==> src/rtl/chc_pkg.sv <==
`timescale 1ns / 1ps
// shared constants of the cell coordinate hash table
// no dependencies; every other file refers to it by scoped names
package chc_pkg;

	// request codes
	localparam int FUNC_W = 2;
	localparam logic [FUNC_W-1:0] FUNC_INSERT = 2'd0;
	localparam logic [FUNC_W-1:0] FUNC_LOOKUP = 2'd1;
	localparam logic [FUNC_W-1:0] FUNC_CLEAR  = 2'd2;
	localparam logic [FUNC_W-1:0] FUNC_NOP    = 2'd3;

	// result status codes
	localparam int STATUS_W = 2;
	localparam logic [STATUS_W-1:0] ST_OK        = 2'd0;
	localparam logic [STATUS_W-1:0] ST_NOT_FOUND = 2'd1;
	localparam logic [STATUS_W-1:0] ST_FULL      = 2'd2;

	// port widths fixed by the interface
	localparam int IN_COORD_W  = 16;
	localparam int SLOT_W      = 12;
	localparam int NUM_CELLS_W = 13;
	localparam int HASH_W      = 32;
	localparam int PADDR_W     = 4;
	localparam int PDATA_W     = 32;

	// register map, index is paddr[3:2]
	localparam int REG_IDX_W = 2;
	localparam logic [REG_IDX_W-1:0] REG_NUM_CELLS = 2'd0;
	localparam logic [REG_IDX_W-1:0] REG_MULT_X    = 2'd1;
	localparam logic [REG_IDX_W-1:0] REG_MULT_Y    = 2'd2;
	localparam logic [REG_IDX_W-1:0] REG_MULT_Z    = 2'd3;

	// register reset values
	localparam logic [NUM_CELLS_W-1:0] NUM_CELLS_RST = 13'd4096;
	localparam logic [HASH_W-1:0]      MULT_X_RST    = 32'd73856093;
	localparam logic [HASH_W-1:0]      MULT_Y_RST    = 32'd19349663;
	localparam logic [HASH_W-1:0]      MULT_Z_RST    = 32'd83492791;

	// remainder unit: dividend bits retired per cycle
	localparam int DIV_BITS  = 4;
	localparam int DIV_ITERS = HASH_W / DIV_BITS;
	localparam int DIV_CNT_W = $clog2(DIV_ITERS);

	// request queue between front and back
	localparam int QUEUE_DEPTH = 2;
	localparam int QUEUE_PTR_W = 1;

endpackage

==> src/rtl/chc_fifo.sv <==
`timescale 1ns / 1ps
// short request queue between the hashing front and the table back
// uses chc_pkg for depth and pointer width
module chc_fifo #(
	parameter int W = 8
) (
	input  logic         clk,
	input  logic         arst_n,
	input  logic         push,
	input  logic [W-1:0] push_data,
	input  logic         pop,
	output logic [W-1:0] pop_data,
	output logic         full,
	output logic         empty
);

	localparam int PW = chc_pkg::QUEUE_PTR_W;

	logic [W-1:0]  ent_q [chc_pkg::QUEUE_DEPTH];
	logic [PW-1:0] wr_ptr_q, rd_ptr_q;
	logic [PW:0]   cnt_q;

	// pointers and fill count
	always_ff @(posedge clk or negedge arst_n) begin
		if (!arst_n) begin
			wr_ptr_q <= '0;
			rd_ptr_q <= '0;
			cnt_q    <= '0;
		end else begin
			if (push) begin
				wr_ptr_q <= wr_ptr_q + 1'b1;
			end
			if (pop) begin
				rd_ptr_q <= rd_ptr_q + 1'b1;
			end
			if (push && !pop) begin
				cnt_q <= cnt_q + 1'b1;
			end else if (pop && !push) begin
				cnt_q <= cnt_q - 1'b1;
			end
		end
	end

	// entry storage
	always_ff @(posedge clk) begin
		if (push) begin
			ent_q[wr_ptr_q] <= push_data;
		end
	end

	assign pop_data = ent_q[rd_ptr_q];
	assign full     = (cnt_q == (PW+1)'(chc_pkg::QUEUE_DEPTH));
	assign empty    = (cnt_q == '0);

	a_no_overflow: assert property (@(posedge clk) disable iff (!arst_n)
		push |-> !full)
		else $error("request queue overflow");

	a_no_underflow: assert property (@(posedge clk) disable iff (!arst_n)
		pop |-> !empty)
		else $error("request queue underflow");

endmodule

==> config.mk <==
export PLATFORM = sky130hd
export DESIGN_NAME = chc_fifo
export DESIGN_NICKNAME = d
export VERILOG_FILES = /design/src/rtl/chc_pkg.sv /design/src/rtl/chc_fifo.sv
export SDC_FILE = /design/constraint.sdc
export NUM_CORES = 1
export LEC_CHECK = 0
export BUFFER_PORTS_ARGS = -buffer_cell sky130_fd_sc_hd__buf_2
export CORE_MARGIN = 2
export CORE_UTILIZATION = 48
export CTS_CLUSTER_SIZE = 28
export DETAILED_ROUTE_END_ITERATION = 8
export PLACE_DENSITY = 0.75
export SKIP_CTS_REPAIR_TIMING = 1
export SLEW_MARGIN = 20
export SYNTH_ARGS = -nofsm -noshare
export SYNTH_HDL_FRONTEND = slang
export SYNTH_SLANG_ARGS = --single-unit
==> constraint.sdc <==
create_clock -name clk -period 1.75 [get_ports clk]
set_clock_uncertainty 0.15 [all_clocks]
set_input_delay 0.0875 -clock clk [delete_from_list [all_inputs] [get_ports clk]]
set_output_delay 0.0875 -clock clk [all_outputs]
set_load 0.03 [all_outputs]
## Yosys cells after proc, flatten, opt, wreduce, memory -nomap -nowiden

Memories as Yosys holds them, arrays and structs flattened.
Index checks and enable logic that the tools add are counted.

- $add $sub $neg: 4
- Equal/unequal tests: 1
- Mux-type cells: 4
- Reductions and logical operators: 6

Operators by type and width:

| kind | number |
|---|---|
| 2-bit 2-to-1 mux | 2 |
| 1-bit adder (second input constant) | 2 |
| 2-bit by 1-bit adder with 2-bit output (second input constant) | 1 |
| 2-bit equality test (second input constant) | 1 |
| 1-bit logical AND | 2 |
| 1-bit logical NOT | 2 |
| 2-bit logical NOT | 1 |
| 1-bit 2-to-1 mux | 2 |
| 2-bit nonzero test | 1 |
| 2-bit by 1-bit subtractor with 2-bit output (second input constant) | 1 |

- Register bits after elaboration: 4
- Memory bits (writable): 16
- Input port bits: 12
- Output and inout bits: 10
- Logic and storage cells: 19
- Memories: 1

Memory list:

| name | depth | width | rd ports | clocked after memory_dff | write ports | line | source |
|---|---|---|---|---|---|---|---|
| ent_q | 2 | 8 | 1 | 0 | 1 | chc_fifo.sv:19 | `logic [W-1:0] ent_q [chc_pkg::QUEUE_DEPTH];` |

## Depth between registers and ports, before layout

Gate-level depths: netlist of run 1.

- Depth after elaboration: 4
- Gate-level depth with buffers: 5
- Depth with buffers taken out: 5

## Worst setup path after synthesis of run 1

Ideal clock, no wire load.

- Path kind: reg-to-reg
- Start point: register wr_ptr_q
- End point: memory ent_q[0][0] (enable)
- Library setup time: 0.373 ns
- Arrival time: 0.789 ns
- Data required time: 1.227 ns
- Setup slack: 0.438 ns
- Stages on the path, launching flop included: 2
- Buffers on the path: 0
- Period minus slack after synthesis: 1.312 ns
- Path through: dfrtp_1 nor2b_1

RTL lines:

| element | line | source |
|---|---|---|
| start: declaration | chc_fifo.sv:20 | `logic [PW-1:0] wr_ptr_q, rd_ptr_q;` |
| start signal: assignment | chc_fifo.sv:31 | `wr_ptr_q <= wr_ptr_q + 1'b1;` |
| end: declaration | chc_fifo.sv:19 |  |

No word-level cell before the write port.

## Final worst setup path of run 1

- Start point: register rd_ptr_q
- End point: output port pop_data[2]

- Word-level cells in the longest chain between the ends: 1

RTL lines:

| element | line | source |
|---|---|---|
| start: declaration | chc_fifo.sv:20 |  |
| start signal: assignment | chc_fifo.sv:34 | `rd_ptr_q <= rd_ptr_q + 1'b1;` |
| memory 2 x 8 bit | n/a |  |
| end: declaration | chc_fifo.sv:12 | `output logic [W-1:0] pop_data,` |

Every way passes these cells.

==> results of run 1 <==
[flip-flops by register name (all words and copies together) (netlist names)]
name      flops
rd_ptr_q      1
cnt_q         2
ent_q        16
wr_ptr_q      1
[report_power, final]
| group | internal [mW] | leakage [nW] | switching, mW |
|---|---|---|---|
| sequential | 0.649 | 0.196 | 0.0900 |
| clock | 0.231 | 0.0279 | 0.134 |
| combinational | 0.236 | 0.218 | 0.333 |
| total | 1.12 | 0.442 | 0.557 |
[per-stage QoR]
step	instance area (µm²)	hold slack (ns)	utilization [%]	setup WS, ns
after floorplan	771	-0.358	-	0.438
after global placement	892	-0.250	59.2	0.416
after detailed placement	892	-0.250	59.2	0.383
after CTS	945	-0.595	62.7	0.0277
after global routing	1070	0.355	70.8	0.110
final	1070	0.342	70.8	0.169
[worst paths after layout]
check,slack [ns],from,to,cells after the start
setup / recovery,0.17,rd_ptr_q,pop_data[2],2
hold / removal,0.34,cnt_q[1],cnt_q[1],1
setup reg to reg,0.41,wr_ptr_q,ent_q[0][3],2
hold reg to reg,0.34,cnt_q[1],cnt_q[1],1
max in group asynchronous,0.74,arst_n,rd_ptr_q,3
min in group asynchronous,0.52,arst_n,cnt_q[0],3
[cell type report]
class	instances	area, µm²
clock buffer	3	22.5
sequential	20	582
inverter	1	3.75
clock inverter	1	30.0
multi-input combinational	19	175
tap	16	20.0
fill	106	440
timing repair buffer	34	233
[metal layers]
metal / track usage (%) / vias up / share of wire, %
met1: 15.8 / 217 / 42
li1: - / 223 / -
met3: 3.67 / 0 / 3.8
met4: 5.45 / 0 / 0
met2: 21.8 / 13 / 54
met5: 0 / - / 0
[cells in the final DEF, fill, tap and decap left out]
cell type	synthesis	layout
and2_1	1	1
and2b_2	1	1
buf_2	0	21
buf_4	0	1
bufinv_16	0	1
clkbuf_4	0	3
dfrtp_1	4	3
dfrtp_2	0	1
dlygate4sd3_1	0	12
edfxtp_1	16	16
ha_1	1	1
inv_1	1	1
mux2_2	8	8
nor2_1	2	2
nor2b_1	1	1
xnor2_1	1	1
xor2_1	4	4
[cells by family after synthesis]
group | after synthesis
xor gates and xnor gates | 5
and+or+nand+nor | 5
muxes | 8
adders and majority gates | 1
buffers and inverters | 2
DFF | 20
[critical path, delay by kind of cell, from the launching register on]
kind | cells | cell delay [ns]
flip-flops | 1 | 0.50
multiplexers | 1 | 0.37
buffers and inverters | 1 | 0.18
==> qor.yml, run 1 <==
floorplan:
  initial_core_util_pct: 51.2
  coreArea_um2: 1510
  dieWidth_um: 44.1
  io_pins: 22
  rows: 14
  dieHeight_um: 44.1
  die-area_um2: 1940
clocking:
  cts_tree: "built"
  numCtsBuffers: 3
  cts-root-buf: "clkbuf_4"
  clk_path_buf_depth: 2
  htreeDepth: 1
  clock_latency_ns: 0.29
  clk_pin_slew_ns: 0.11
  cts.sinks: 20
min_path:
  hp-class: "reg2reg"
logic_synthesis:
  yosys_warnings: 0
  syn_avg_cell_area_um2: 18.8
  muxShareOfSynthArea_pct: 11.7
  synth_cells: 41
  synthesis.area_um2: 771
  synthTopCellsByArea: "edfxtp_1 (62%), dfrtp_1 (13%), mux2_2 (12%)"
  synth-seq-cells: 20
  yosys.area_share.simple_pct: 3.73
  synth-edff-count: 16
  synth-xor-area-share_pct: 5.68
  yosysUniqueCellTypes: 12
  ys_top_cells_by_count: "edfxtp_1 (16), mux2_2 (8), dfrtp_1 (4), xor2_1 (4), nor2_1 (2)"
  synthArstFlopShare_pct: 20.0
  synth_top_family_by_area: "multiplexers"
  yosysTopAreaCellShare_pct: 62.3
  yosysTopAreaCell: "edfxtp_1"
  synth-compound-area-share_pct: 0
  synth_most_common_cell: "edfxtp_1"
  synth_adder_area_share_pct: 1.62
  ys.flop_type: "edfxtp_1"
  syn_nets: 54
  yosysSeqAreaShare_pct: 75.3
cells_and_area:
  fin_cells: 94
  antenna_cells: 0
  areaGrowthSynthToFinish_pct: 38.3
  drive_above_1_share_pct: 46.2
  nets: 92
global_routing:
  grt_usage_pct: 13.0
  grt_pass1_vias: 422
  grt_max_degree: 13
  grt_first_pass_wirelength_mm: 1.76
  grt_overflow: 0
  antenna_found_initial: 0
worst_setup_path:
  critPathMaxStageDelay_ns: 0.50
  slowest_stage: "dfrtp_2"
  path_max_fanout: 9
  required_ns: 1.51
  cp.arrival_ns: 1.34
  cp-end-kind: "output port"
  worstSetupPathType: "reg2out"
  critPathLaunchType: "register"
  cp_cell_sequence: "mux2_2 -> buf_2"
route:
  wl_mm: 1.19
  drt_pass1_iterations: 3
  wl_per_cell_um: 12.6
  first_iter_violations: 6
  drc: 0
  vias: 453
  postRouteAntennaNets: 0
  viasPerCell: 4.82
status:
  status: "finished clean"
timing:
  slew_headroom_pct: 74.6
  fin_crit_sh_pct: 90.3
  tns_ns: 0
  hold_violations: 0
  tightestPinTransition_ns: 0.381
  max_freq_ghz: 0.632
  min_period_ns: 1.58
  finalMaxSlewViolations: 0
  finalSetupViolations: 0
  grt_setup_unrepaired: "false"
placement:
  port-buffer-count: 21
  gp_congestion: 0.623
  placedCellCount: 78
  place_hpwl_um: 802
pwr:
  total_leakage_power_nw: 0.442
  vdd_drop_max_mv: 0.837
  power_density_nw_per_um2: 1570
  power_mw: 1.67
run:
  maxCapViolCount: 0
Power figures use the tool's default switching activity.
==> inputs of run 2 (changes only) <==
==> constraint.sdc (replaced) <==
create_clock -name clk -period 1.55 [get_ports clk]
set_clock_uncertainty 0.15 [all_clocks]
set_input_delay 0.0775 -clock clk [delete_from_list [all_inputs] [get_ports clk]]
set_output_delay 0.0775 -clock clk [all_outputs]
set_load 0.03 [all_outputs]
==> run 2 against run 1 <==
  * Core utilization increased by 0.25 points
  * Combinational power increased by 35%
  * Total power increased by 7.5%
  * Die area unchanged
  * Non-clock buffer count increased by 3
  * Global-route usage increased by 0.26 points
  * Clock power decreased by 35%
  * Sequential power increased by 7.3%
  * Clock-buffer cell count unchanged
  * Via count decreased by 1.8%
  * Largest cell class unchanged
  * Worst hold slack got worse by 0.0011 ns
  * Sequential share of layout area decreased by 0.19 points
  * Critical path type unchanged
==> qor.yml, run 2 (synthesized netlist as in run 1, its figures left out) <==
cells_and_area:
  drive_above_1_share_pct: 46.9
  nets: 95
  largest-register: "ent_q"
  antenna_cells: 0
  mostFrequentLayoutCells: "buf_2 (18), edfxtp_1 (16), dlygate4sd3_1 (12), mux2_2 (8), buf_4 (7)"
  register_area_um2: 582
  areaGrowthSynthToFinish_pct: 38.8
  num-fill-cells: 110
  largest_reg_flops: 16
  layout_commonest_cell: "buf_2"
  reg_top3: "ent_q (16), cnt_q (2)"
  multi_input_area_um2: 175
clocking:
  clk_path_buf_depth: 2
  clock_latency_ns: 0.28
  cts.sinks: 20
  clk_pin_slew_ns: 0.10
  numCtsBuffers: 3
  cts-root-buf: "clkbuf_4"
  htreeDepth: 1
  cts_tree: "built"
global_routing:
  grt_pass1_vias: 444
  grt_usage_pct: 13.3
  grt_max_degree: 12
  grt_overflow: 0
  antenna_found_initial: 0
  grt_first_pass_wirelength_mm: 1.80
timing:
  slew_headroom_pct: 73.9
  max_freq_ghz: 0.653
  min_period_ns: 1.53
  hold_violations: 0
  setup_slack_ns: 0.0196
  finalMaxSlewViolations: 0
  grt_setup_unrepaired: "true"
  tns_ns: 0
  tightestPinTransition_ns: 0.391
  finalSetupViolations: 0
  fin_crit_sh_pct: 98.7
floorplan:
  rows: 14
  coreArea_um2: 1510
  io_pins: 22
  initial_core_util_pct: 51.2
  dieHeight_um: 44.1
  dieWidth_um: 44.1
  die-area_um2: 1940
pwr:
  total_leakage_power_nw: 0.447
  vdd_drop_max_mv: 1.03
  power_density_nw_per_um2: 1680
placement:
  port-buffer-count: 21
  dpl_worst_slack_ns: 0.202
  gp_congestion: 0.627
  place_hpwl_um: 823
status:
  status: "finished clean"
route:
  wl_per_cell_um: 12.8
  drt_pass1_iterations: 2
  first_iter_violations: 5
  postRouteAntennaNets: 0
  drc: 0
  wl_mm: 1.25
  viasPerCell: 4.59
  vias: 445
worst_setup_path:
  critPathLaunchType: "register"
  required_ns: 1.32
  cp_cell_sequence: "buf_4 -> mux2_2 -> buf_2"
  slowest_stage: "dfrtp_2"
  critPathMaxStageDelay_ns: 0.37
  worstSetupPathType: "reg2out"
  cp.arrival_ns: 1.30
  cp-end-kind: "output port"
  path_max_fanout: 5
min_path:
  hp-class: "reg2reg"
run:
  maxCapViolCount: 0
[run 2: area by class of cell]
| type | count | area share, % |
|---|---|---|
| inverter | 1 | 0.351 |
| clock inverter | 1 | 0.351 |
| timing repair buffer | 37 | 24.6 |
| clock buffer | 3 | 2.11 |
| multi-input combinational | 19 | 16.4 |
| tap | 16 | 1.87 |
| sequential | 20 | 54.4 |
[run 2: worst paths after layout]
kind,from,to,slack (ns),depth (start not counted)
worst max-delay path,rd_ptr_q,pop_data[6],0.02,3
worst min-delay path,cnt_q[1],cnt_q[1],0.34,1
worst max register to register,wr_ptr_q,ent_q[1][6],0.30,1
worst min register to register,cnt_q[1],cnt_q[1],0.34,1
max in group asynchronous,arst_n,rd_ptr_q,0.56,3
min in group asynchronous,arst_n,cnt_q[1],0.51,3
[run 2: through the flow]
step	utilization [%]	area, µm²	hold WS [ns]	instances	power [mW]
finish	71.0	1070	0.341	97	1.80
global route	71.0	1070	0.346	97	1.90
CTS	61.5	926	-0.585	83	1.73
detailed placement	59.7	900	-0.264	79	1.49
global placement	59.7	900	-0.262	79	1.47
floorplan	-	771	-0.368	41	1.32
[run 2: per-layer routing]
layer	part of all wire [%]	vias to the layer above	GRT usage [%]
met5	0	-	0
met4	0	0	5.45
met3	4.0	0	3.67
met2	52	11	22.6
met1	44	205	15.8
li1	-	229	-
[run 2: power breakdown]
group | total, mW | switching, mW | internal [mW]
registers | 0.793 | 0.0611 | 0.732
logic | 0.769 | 0.442 | 0.327
clock network | 0.237 | 0.143 | 0.0934
total | 1.80 | 0.646 | 1.15
[run 2: critical path, delay by kind of cell (launching register included)]
family | cells | cell delay, ns
buffers and inverters | 2 | 0.32
DFF | 1 | 0.37
muxes | 1 | 0.33
