[src/rtl/chc_pkg.sv]
`timescale 1ns / 1ps
// shared constants of the cell coordinate hash table
// no dependencies; every other file refers to it by scoped names
package chc_pkg;

	// request codes
	localparam int FUNC_W = 2;
	localparam logic [FUNC_W-1:0] FUNC_INSERT = 2'd0;
	localparam logic [FUNC_W-1:0] FUNC_LOOKUP = 2'd1;
	localparam logic [FUNC_W-1:0] FUNC_CLEAR  = 2'd2;
	localparam logic [FUNC_W-1:0] FUNC_NOP    = 2'd3;

	// result status codes
	localparam int STATUS_W = 2;
	localparam logic [STATUS_W-1:0] ST_OK        = 2'd0;
	localparam logic [STATUS_W-1:0] ST_NOT_FOUND = 2'd1;
	localparam logic [STATUS_W-1:0] ST_FULL      = 2'd2;

	// port widths fixed by the interface
	localparam int IN_COORD_W  = 16;
	localparam int SLOT_W      = 12;
	localparam int NUM_CELLS_W = 13;
	localparam int HASH_W      = 32;
	localparam int PADDR_W     = 4;
	localparam int PDATA_W     = 32;

	// register map, index is paddr[3:2]
	localparam int REG_IDX_W = 2;
	localparam logic [REG_IDX_W-1:0] REG_NUM_CELLS = 2'd0;
	localparam logic [REG_IDX_W-1:0] REG_MULT_X    = 2'd1;
	localparam logic [REG_IDX_W-1:0] REG_MULT_Y    = 2'd2;
	localparam logic [REG_IDX_W-1:0] REG_MULT_Z    = 2'd3;

	// register reset values
	localparam logic [NUM_CELLS_W-1:0] NUM_CELLS_RST = 13'd4096;
	localparam logic [HASH_W-1:0]      MULT_X_RST    = 32'd73856093;
	localparam logic [HASH_W-1:0]      MULT_Y_RST    = 32'd19349663;
	localparam logic [HASH_W-1:0]      MULT_Z_RST    = 32'd83492791;

	// remainder unit: dividend bits retired per cycle
	localparam int DIV_BITS  = 4;
	localparam int DIV_ITERS = HASH_W / DIV_BITS;
	localparam int DIV_CNT_W = $clog2(DIV_ITERS);

	// request queue between front and back
	localparam int QUEUE_DEPTH = 2;
	localparam int QUEUE_PTR_W = 1;

endpackage

[src/rtl/chc_div.sv]
`timescale 1ns / 1ps
// two-lane remainder unit: reduces two signed 32-bit hashes modulo the slot count
// uses chc_pkg for widths and the bits-per-cycle constant
module chc_div #(
	parameter int TABLE_DEPTH = 4096
) (
	input  logic                          clk,
	input  logic                          arst_n,
	input  logic                          start,
	input  logic [$clog2(TABLE_DEPTH+1)-1:0] n,
	input  logic [chc_pkg::HASH_W-1:0]    h_a,
	input  logic [chc_pkg::HASH_W-1:0]    h_b,
	output logic                          done,
	output logic [$clog2(TABLE_DEPTH)-1:0] r_a,
	output logic [$clog2(TABLE_DEPTH)-1:0] r_b
);

	localparam int A_W = $clog2(TABLE_DEPTH);
	localparam int N_W = $clog2(TABLE_DEPTH + 1);
	localparam int HW  = chc_pkg::HASH_W;
	localparam int DB  = chc_pkg::DIV_BITS;

	localparam logic [1:0] D_IDLE = 2'd0;
	localparam logic [1:0] D_RUN  = 2'd1;
	localparam logic [1:0] D_FIX  = 2'd2;

	logic [1:0]                     state_q;
	logic [chc_pkg::DIV_CNT_W-1:0]  cnt_q;
	logic [HW-1:0]                  mag_a_q, mag_b_q;
	logic                           neg_a_q, neg_b_q;
	logic [N_W-1:0]                 rem_a_q, rem_b_q;
	logic [N_W-1:0]                 rem_a_nx, rem_b_nx;
	logic                           done_q;
	logic [A_W-1:0]                 r_a_q, r_b_q;

	// restoring remainder over DB dividend bits
	function automatic logic [N_W-1:0] rem_step(input logic [N_W-1:0] r,
		input logic [DB-1:0] bits, input logic [N_W-1:0] d);
		logic [N_W:0]   t;
		logic [N_W-1:0] acc;
		acc = r;
		for (int k = DB - 1; k >= 0; k--) begin
			t = {acc, bits[k]};
			if (t >= {1'b0, d}) begin
				t = t - {1'b0, d};
			end
			acc = t[N_W-1:0];
		end
		return acc;
	endfunction

	// negative hash: a nonzero remainder folds back to n - r
	function automatic logic [A_W-1:0] fold(input logic neg, input logic [N_W-1:0] r,
		input logic [N_W-1:0] d);
		logic [N_W-1:0] v;
		v = (neg && (r != '0)) ? (d - r) : r;
		return A_W'(v);
	endfunction

	// one step of both lanes
	always_comb begin
		rem_a_nx = rem_step(rem_a_q, mag_a_q[HW-1 -: DB], n);
		rem_b_nx = rem_step(rem_b_q, mag_b_q[HW-1 -: DB], n);
	end

	// control
	always_ff @(posedge clk or negedge arst_n) begin
		if (!arst_n) begin
			state_q <= D_IDLE;
			cnt_q   <= '0;
			done_q  <= 1'b0;
		end else begin
			done_q <= 1'b0;
			unique case (state_q)
				D_IDLE: begin
					if (start) begin
						state_q <= D_RUN;
						cnt_q   <= '0;
					end
				end
				D_RUN: begin
					cnt_q <= cnt_q + 1'b1;
					if (cnt_q == chc_pkg::DIV_CNT_W'(chc_pkg::DIV_ITERS - 1)) begin
						state_q <= D_FIX;
					end
				end
				D_FIX: begin
					state_q <= D_IDLE;
					done_q  <= 1'b1;
				end
				default: state_q <= D_IDLE;
			endcase
		end
	end

	// datapath: magnitude load, shift and remainder accumulation
	always_ff @(posedge clk) begin
		if (state_q == D_IDLE && start) begin
			neg_a_q <= h_a[HW-1];
			neg_b_q <= h_b[HW-1];
			mag_a_q <= h_a[HW-1] ? (~h_a + HW'(1)) : h_a;
			mag_b_q <= h_b[HW-1] ? (~h_b + HW'(1)) : h_b;
			rem_a_q <= '0;
			rem_b_q <= '0;
		end else if (state_q == D_RUN) begin
			mag_a_q <= {mag_a_q[HW-DB-1:0], {DB{1'b0}}};
			mag_b_q <= {mag_b_q[HW-DB-1:0], {DB{1'b0}}};
			rem_a_q <= rem_a_nx;
			rem_b_q <= rem_b_nx;
		end else if (state_q == D_FIX) begin
			r_a_q <= fold(neg_a_q, rem_a_q, n);
			r_b_q <= fold(neg_b_q, rem_b_q, n);
		end
	end

	assign done = done_q;
	assign r_a  = r_a_q;
	assign r_b  = r_b_q;

	// a result never shows up without a finished run
	a_done_after_fix: assert property (@(posedge clk) disable iff (!arst_n)
		done_q |-> $past(state_q) == D_FIX)
		else $error("remainder done without fix step");

endmodule

[src/rtl/chc_front.sv]
`timescale 1ns / 1ps
// front part: takes requests, classifies them, computes both hash slots for insert and lookup
// uses chc_pkg and instantiates chc_div
module chc_front #(
	parameter int TABLE_DEPTH = 4096,
	parameter int COORD_BITS  = 16
) (
	input  logic                                   clk,
	input  logic                                   arst_n,
	input  logic                                   start,
	input  logic                                   hold,
	output logic                                   busy,
	input  logic [chc_pkg::FUNC_W-1:0]             func,
	input  logic signed [chc_pkg::IN_COORD_W-1:0]  cell_x,
	input  logic signed [chc_pkg::IN_COORD_W-1:0]  cell_y,
	input  logic signed [chc_pkg::IN_COORD_W-1:0]  cell_z,
	input  logic [$clog2(TABLE_DEPTH+1)-1:0]       n_eff,
	input  logic [chc_pkg::HASH_W-1:0]             mult_x,
	input  logic [chc_pkg::HASH_W-1:0]             mult_y,
	input  logic [chc_pkg::HASH_W-1:0]             mult_z,
	input  logic                                   q_full,
	output logic                                   q_push,
	output logic [chc_pkg::FUNC_W+3*COORD_BITS+2*$clog2(TABLE_DEPTH)-1:0] q_data
);

	localparam int A_W = $clog2(TABLE_DEPTH);
	localparam int CB  = COORD_BITS;
	localparam int HW  = chc_pkg::HASH_W;

	localparam logic [2:0] F_IDLE  = 3'd0;
	localparam logic [2:0] F_MUL   = 3'd1;
	localparam logic [2:0] F_SUM   = 3'd2;
	localparam logic [2:0] F_START = 3'd3;
	localparam logic [2:0] F_WAIT  = 3'd4;
	localparam logic [2:0] F_PUSH  = 3'd5;

	typedef struct packed {
		logic [chc_pkg::FUNC_W-1:0] func;
		logic [CB-1:0]              cx;
		logic [CB-1:0]              cy;
		logic [CB-1:0]              cz;
		logic [A_W-1:0]             idx_a;
		logic [A_W-1:0]             idx_b;
	} qent_t;

	logic [2:0]                 state_q;
	logic                       accept;
	logic [chc_pkg::FUNC_W-1:0] func_q;
	logic [CB-1:0]              cx_q, cy_q, cz_q;
	logic [HW-1:0]              px_q, py_q, pz_q;
	logic [HW-1:0]              hs_q, hx_q;
	logic [A_W-1:0]             idx_a_q, idx_b_q;
	logic                       div_done;
	logic [A_W-1:0]             div_r_a, div_r_b;
	qent_t                      ent;

	function automatic logic [HW-1:0] sext_coord(input logic [CB-1:0] c);
		return {{(HW-CB){c[CB-1]}}, c};
	endfunction

	assign busy   = (state_q != F_IDLE) || hold;
	assign accept = start && !busy;
	assign q_push = (state_q == F_PUSH) && !q_full;

	// request sequencing
	always_ff @(posedge clk or negedge arst_n) begin
		if (!arst_n) begin
			state_q <= F_IDLE;
		end else begin
			unique case (state_q)
				F_IDLE: begin
					if (accept) begin
						if (func == chc_pkg::FUNC_INSERT || func == chc_pkg::FUNC_LOOKUP) begin
							state_q <= F_MUL;
						end else begin
							state_q <= F_PUSH;
						end
					end
				end
				F_MUL:   state_q <= F_SUM;
				F_SUM:   state_q <= F_START;
				F_START: state_q <= F_WAIT;
				F_WAIT: begin
					if (div_done) begin
						state_q <= F_PUSH;
					end
				end
				F_PUSH: begin
					if (!q_full) begin
						state_q <= F_IDLE;
					end
				end
				default: state_q <= F_IDLE;
			endcase
		end
	end

	// request capture, products, hash words and slots
	always_ff @(posedge clk) begin
		if (accept) begin
			func_q <= func;
			cx_q   <= CB'($unsigned(cell_x));
			cy_q   <= CB'($unsigned(cell_y));
			cz_q   <= CB'($unsigned(cell_z));
		end
		if (state_q == F_MUL) begin
			px_q <= mult_x * sext_coord(cx_q);
			py_q <= mult_y * sext_coord(cy_q);
			pz_q <= mult_z * sext_coord(cz_q);
		end
		if (state_q == F_SUM) begin
			hs_q <= px_q + py_q + pz_q;
			hx_q <= px_q ^ py_q ^ pz_q;
		end
		if (state_q == F_WAIT && div_done) begin
			idx_a_q <= div_r_a;
			idx_b_q <= div_r_b;
		end
	end

	chc_div #(
		.TABLE_DEPTH (TABLE_DEPTH)
	) u_div (
		.clk    (clk),
		.arst_n (arst_n),
		.start  (state_q == F_START),
		.n      (n_eff),
		.h_a    (hs_q),
		.h_b    (hx_q),
		.done   (div_done),
		.r_a    (div_r_a),
		.r_b    (div_r_b)
	);

	// queue entry
	always_comb begin
		ent.func  = func_q;
		ent.cx    = cx_q;
		ent.cy    = cy_q;
		ent.cz    = cz_q;
		ent.idx_a = idx_a_q;
		ent.idx_b = idx_b_q;
	end
	assign q_data = ent;

	a_div_done_waited: assert property (@(posedge clk) disable iff (!arst_n)
		div_done |-> state_q == F_WAIT)
		else $error("hash slots ready while front not waiting");

endmodule

[config.mk]
export PLATFORM = sky130hd
export DESIGN_NAME = chc_front
export DESIGN_NICKNAME = d
export VERILOG_FILES = /design/src/rtl/chc_pkg.sv /design/src/rtl/chc_div.sv /design/src/rtl/chc_front.sv
export SDC_FILE = /design/constraint.sdc
export NUM_CORES = 2
export LEC_CHECK = 0
export BUFFER_PORTS_ARGS = -buffer_cell sky130_fd_sc_hd__buf_2
export CORE_AREA = 3 3 309 311
export CTS_CLUSTER_SIZE = 14
export DETAILED_ROUTE_END_ITERATION = 12
export DIE_AREA = 0 0 312 314
export PLACE_DENSITY = 0.86
export REMOVE_ABC_BUFFERS = 1
export SKIP_CTS_REPAIR_TIMING = 1
export SYNTH_ARGS = -nofsm -noshare
export SYNTH_HDL_FRONTEND = slang
export SYNTH_SLANG_ARGS = --single-unit
export TNS_END_PERCENT = 30
[constraint.sdc]
create_clock -name clk -period 13.83 [get_ports clk]
set_input_delay 0.6915 -clock clk [delete_from_list [all_inputs] [get_ports clk]]
set_output_delay 0.6915 -clock clk [all_outputs]
set_load 0.02 [all_outputs]
Word level (Yosys, flattened, before mapping)
Cells that the tools add are included.
Widths: inputs -> output; s select.
{"block": "totals", "mem_bits_rw": 0, "memories": 0, "latchBits": 0, "out_inout_bits": 76, "romBits": 0, "elab_cells": 118, "register_bits": 359}
{"block": "op_classes", "n_mux": 27, "eq_ne": 14, "n_shift": 0, "order_cmp": 8, "div_mod_pow": 0, "n_reduce_logical": 22, "bitwise": 6, "n_addsub": 15, "mul": 3}
{"op": "$mux 32", "n": 6}
{"op": "$ge 14x13->1", "n": 8}
{"op": "$mux 13", "n": 8}
{"op": "$sub 13x13->13", "n": 8}
{"op": "$mul 32x16->32", "n": 3}
{"op": "$add 32x1->32 const B", "n": 2}
{"op": "$add 32x32->32", "n": 2}
{"op": "$not 32->32", "n": 2}
{"op": "$xor 32x32->32", "n": 2}
{"op": "$reduce_bool 13->1", "n": 2}
{"op": "$mux 12", "n": 2}
{"op": "$sub 12x12->12", "n": 2}
{"op": "$pmux 3 s6", "n": 1}
{"op": "$mux 3", "n": 5}
{"op": "$eq 3x3->1 const B", "n": 3}
{"op": "$eq 3x2->1 const B", "n": 2}
{"op": "$logic_and 1x1->1", "n": 6}
{"op": "$ne 2x1->1 const B", "n": 3}
{"op": "$pmux 3 s2", "n": 1}
{"op": "$reduce_and 3->1", "n": 2}
{"op": "$eq 2x1->1 const B", "n": 2}
{"op": "$logic_not 2->1", "n": 2}
{"op": "$mux 2", "n": 2}
{"op": "$ne 2x2->1 const B", "n": 2}
{"op": "12 further kinds", "n": 17}

Depth between registers and ports, before layout
{"block": "logic_depth", "word_depth": 8, "depth_mapped": 46}

Cells and area by module
Synthesis repeated with hierarchy kept, for this count alone.
{"block": "hier_totals", "hier_cells": 6288, "hier_area_um2": 57866.7}
{"mod": "chc_front", "cells_each": 4806, "area_per_inst_um2": 45464.9, "instances": 1, "seq_area_each_um2": 7071.8}
{"mod": "chc_div", "cells_each": 1482, "area_per_inst_um2": 12401.9, "instances": 1, "seq_area_each_um2": 3373.2}

Worst setup path after synthesis
OpenSTA, ideal clock, no wires.
{"block": "synth_path", "kind": "input -> register", "start": "input n_eff[5]", "end": "register u_div.rem_b_q[2]", "setup_slack_ns": 4.065, "arrival_time_ns": 9.540, "setup_time_ns": 0.224, "path_buffers": 6, "required_ns": 13.606, "cell_stages": 44, "path_cell_list": "inv_1 ha_1 a211o_1 a2111oi_4 a21oi_2 o31ai_1 buf_2 buf_1 nor2_1 a21oi_1 inv_1 ha_1 a211oi_1 nor2_1 o41ai_1 a31oi_1 a31o_1 buf_6 [8 not listed] nor4_1 o21ai_1 nand4bb_1 buf_2 nand2_1 o221ai_1 ha_1 nor2b_1 o21ai_0 a21boi_0 o21a_1 o31a_1 or4_1 a21oi_1 o2111ai_4 buf_6 mux2i_1 o22ai_1"}
{"block": "synth_between", "elab_chain_len": 8, "elab_cells_between_ends": 12, "classes_between": "4 x add/sub; 4 x order compare; 4 x mux"}
{"item": "start, declared", "line": "chc_front.sv:17", "rtl": "input logic [$clog2(TABLE_DEPTH+1)-1:0] n_eff,"}
{"item": "$sub 13x13->13 / $ge 14x13->1 (equally long branches)", "line": "chc_div.sv:45, chc_div.sv:44"}
{"item": "$mux 13", "line": "chc_div.sv:44", "rtl": "if (t >= {1'b0, d}) begin"}
{"item": "$sub 13x13->13 / $ge 14x13->1 (equally long branches)", "line": "chc_div.sv:45, chc_div.sv:44"}
{"item": "$mux 13", "line": "chc_div.sv:44"}
{"item": "$ge 14x13->1 / $sub 13x13->13 (equally long branches)", "line": "chc_div.sv:44, chc_div.sv:45"}
{"item": "$mux 13", "line": "chc_div.sv:44"}
{"item": "$sub 13x13->13 / $ge 14x13->1 (equally long branches)", "line": "chc_div.sv:45, chc_div.sv:44"}
{"item": "$mux 13 *", "line": "chc_div.sv:44"}
{"item": "end signal, assigned", "line": "chc_div.sv:109", "rtl": "rem_b_q <= rem_b_nx;"}
{"item": "end, declared", "line": "chc_div.sv:31", "rtl": "logic [N_W-1:0] rem_a_q, rem_b_q;"}
Mark *: on every way between the ends. The rest lies on a longest branch, timed or not.
A chain may end at the register's enable or synchronous reset.

Worst setup path after layout
{"block": "layout_path", "start": "input n_eff[7]", "end": "register u_div.rem_b_q[1]"}
The elaborated chain is that of the path after synthesis.

==> impl_metrics.toml <==
[detailed_routing]
dr.pass1.iters = 6
avgViaCountPerCell = 5.819
wire_per_inst_um = 19.63
drt-total-wl_um = 148700
vias = 44080
ant_nets = 0
drt-initial-drc-count = 3992
drc = 0

[pwr]
switchingPower_w = 0.005138
intPower_w = 0.005470
combPwrFrac_pct = 74.7
switching_share_pct = 48.43
power_w = 0.01061
p_leak_nw = 28.84
p_per_area_nw_per_um2 = 173.7
seqPwrFrac_pct = 14.4
vdd_drop_max_mv = 0.2677
p_clk_share_pct = 10.9

[final_layout]
synthToLayoutAreaGrowth_pct = 6.299
final_area_um2 = 61060
layout_commonest_cell = "inv_1"
fin_nets = 7839
post-route-util_pct = 65.62
layout_common_cells = "1224 x inv_1, 977 x nand2_1, 954 x fa_1, 436 x ha_1, 374 x and2_1"
drive_gt1_share_pct = 6.331

[floorplanning]
fp.coreArea_um2 = 93050
start_util_pct = 61.73
die_h_um = 314
die_area_um2 = 97970
rows = 112
die_w_um = 312
io-pin-count = 240

[worst_setup_path]
cp_slowest_cell = "a31o_1"
arrival_ps = 11660
crit_required_ps = 14330
end_kind = "flip-flop"
worstPathMaxFanout = 29
critPathKind = "primary input to flip-flop"
startpoint_type = "primary input"
critPathMostFrequentCell = "ha_1"
slowest_delay_ps = 760

[synthesis]
async_flop_share_pct = 2.521
synth_area_um2 = 57440
yosys_warnings = 0
ys_ff_latch = 357
synthMuxAreaShare_pct = 0.9366
ys.flop_type = "edfxtp_1"
synth_edf_count = 322
synth_top_family_by_area = "adder cells"
avgSynthCellArea_um2 = 9.269
synth_xor_area_share_pct = 4.894
synth_compound_area_share_pct = 8.292
ys_types = 86
synthAdderAreaFrac_pct = 42.74
yosysSeqAreaShare_pct = 18.13
syn-instance-count = 6197
yosys.area_share.simple_pct = 15.37

[global_route]
grt_max_degree = 107
grt_pass1_vias = 47150
antenna_found_initial = 2
grt_use_total_pct = 30.88
grt-ovfl-total = 0
grt_pass1_wl_um = 241100

[worst_hold_path]
holdCritPathClass = "primary input to flip-flop"

[sta]
fin_crit_ps = 11160
finalCritPeriodShare_pct = 80.69
setup_slack_ps = 2671
slew_viol_final = 0
setup_viol_count_final = 0
finalSetupTns_ps = 0
slew_headroom_pct = 9.416
worstMarginPinSlew_ps = 1359
max_freq_mhz = 89.61
rsz0062_at_grt = "false"
skew_ps = 24.39
hold_violations = 0

[clock_network]
cts_tree = "done"
cts.clk_slew.worst_paths_ps = 80
root_buffer = "clkbuf_16"
clk_latency_ps = 620
cts.htree.levels = 2
cts_buffers = 41
cts_sinks = 357
cts_max_path_buffers = 3

[placed_design]
dpl.hpwl_um = 112400
dpl_worst_slack_ps = 2193
io_buffers = 239
place_congestion = 0.9320
place_area_um2 = 59640

[outcome]
status = "complete, no violations"

[run]
cap_violations = 0
## worst max-delay path, delay by kind of cell
kind,cells,cell delay (ps)
adders and majority gates,4,1590
muxes,2,780
and+or+nand+nor,7,2090
AOI/OAI and AO/OA,20,5460
buffers and inverters,4,1000
## cell families after synthesis
family,count (synthesis)
AO/OA/AOI/OAI,738
XOR/XNOR,321
adder cells (fa/ha/maj),1390
buffers and inverters,1466
flip-flops,357
multiplexers,52
AND/OR/NAND/NOR,1873
## cells in the mapped netlist (26+ instances only)
master	n	share of area, %
mux2i_1	38	0.66
nor2b_1	31	0.34
edfxtp_1	322	17
nand3_1	41	0.36
a21oi_1	177	1.5
a21o_1	72	0.94
nor2_1	177	1.2
xor2_1	122	1.9
fa_1	954	33
clkbuf_1	225	1.5
xnor2_1	199	3.0
and2_1	375	4.1
nand2_1	977	6.4
o21a_1	37	0.48
dfxtp_1	26	0.91
ha_1	436	9.5
nor3_1	44	0.38
o21ai_0	205	1.8
o31ai_1	31	0.41
inv_1	1224	8.0
nand2b_1	90	0.98
## layer usage
layer,global-route usage [%],share of wire [%],vias to the layer above
met5,0,0,-
met3,5.437,9.0,487
met1,38.73,37,21760
met4,13.87,4.9,0
met2,52.65,49,2271
li1,-,-,19560
## flip-flops by register name, summed over array words and instances (netlist names), 2 cells and up
signal and cells:
u_div.r_b 12, u_div.state_q 2, u_div.r_a 12, idx_b_q 12
u_div.mag_b_q 31, py_q 32, u_div.mag_a_q 32, u_div.rem_b_q 13
cz_q 16, pz_q 32, idx_a_q 12, px_q 32
cy_q 16, state_q 3, u_div.rem_a_q 13, hx_q 31
cx_q 16, hs_q 32, func_q 2, u_div.cnt_q 3
## final cells by class
type / count / area, µm²
antenna: 3 / 7.507
clock buffer: 50 / 1091
clock inverter: 26 / 310.3
fill: 6894 / 31990
inverter: 1226 / 4602
multi-input combinational: 4374 / 41520
sequential: 357 / 10420
tap: 1254 / 1569
timing repair buffer: 285 / 1544
## power by group through the flow
stage	Sequential, W	Clock (W)	Combinational [W]
floorplan	0.00155	0	0.00567
global placement	0.00155	0	0.00749
detailed placement	0.00155	0	0.00773
CTS	0.00153	0.00117	0.00784
global route	0.00153	0.00121	0.00881
finish	0.00153	0.00115	0.00793
## final timing paths
kind	startpoint	cells after the start	slack, ps	endpoint
max	n_eff[7]	37	2670	u_div.rem_b_q[1]
min	cell_x[13]	1	240	cx_q[13]
max reg2reg	u_div.rem_b_q[4]	35	3010	u_div.rem_b_q[1]
min reg2reg	u_div.r_b[6]	0	420	idx_b_q[6]
max in group asynchronous	arst_n	2	13070	u_div.state_q[1]
min in group asynchronous	arst_n	2	580	state_q[0]
## metrics by stage
step                hold slack (ps)  instances
floorplan                     395.9       5957
global placement              400.4       7495
detailed placement            404.5       7495
CTS                          -91.30       7571
global route                  232.4       7574
finish                        242.8       7575
Note: power is estimated with default switching activity, not from simulation.
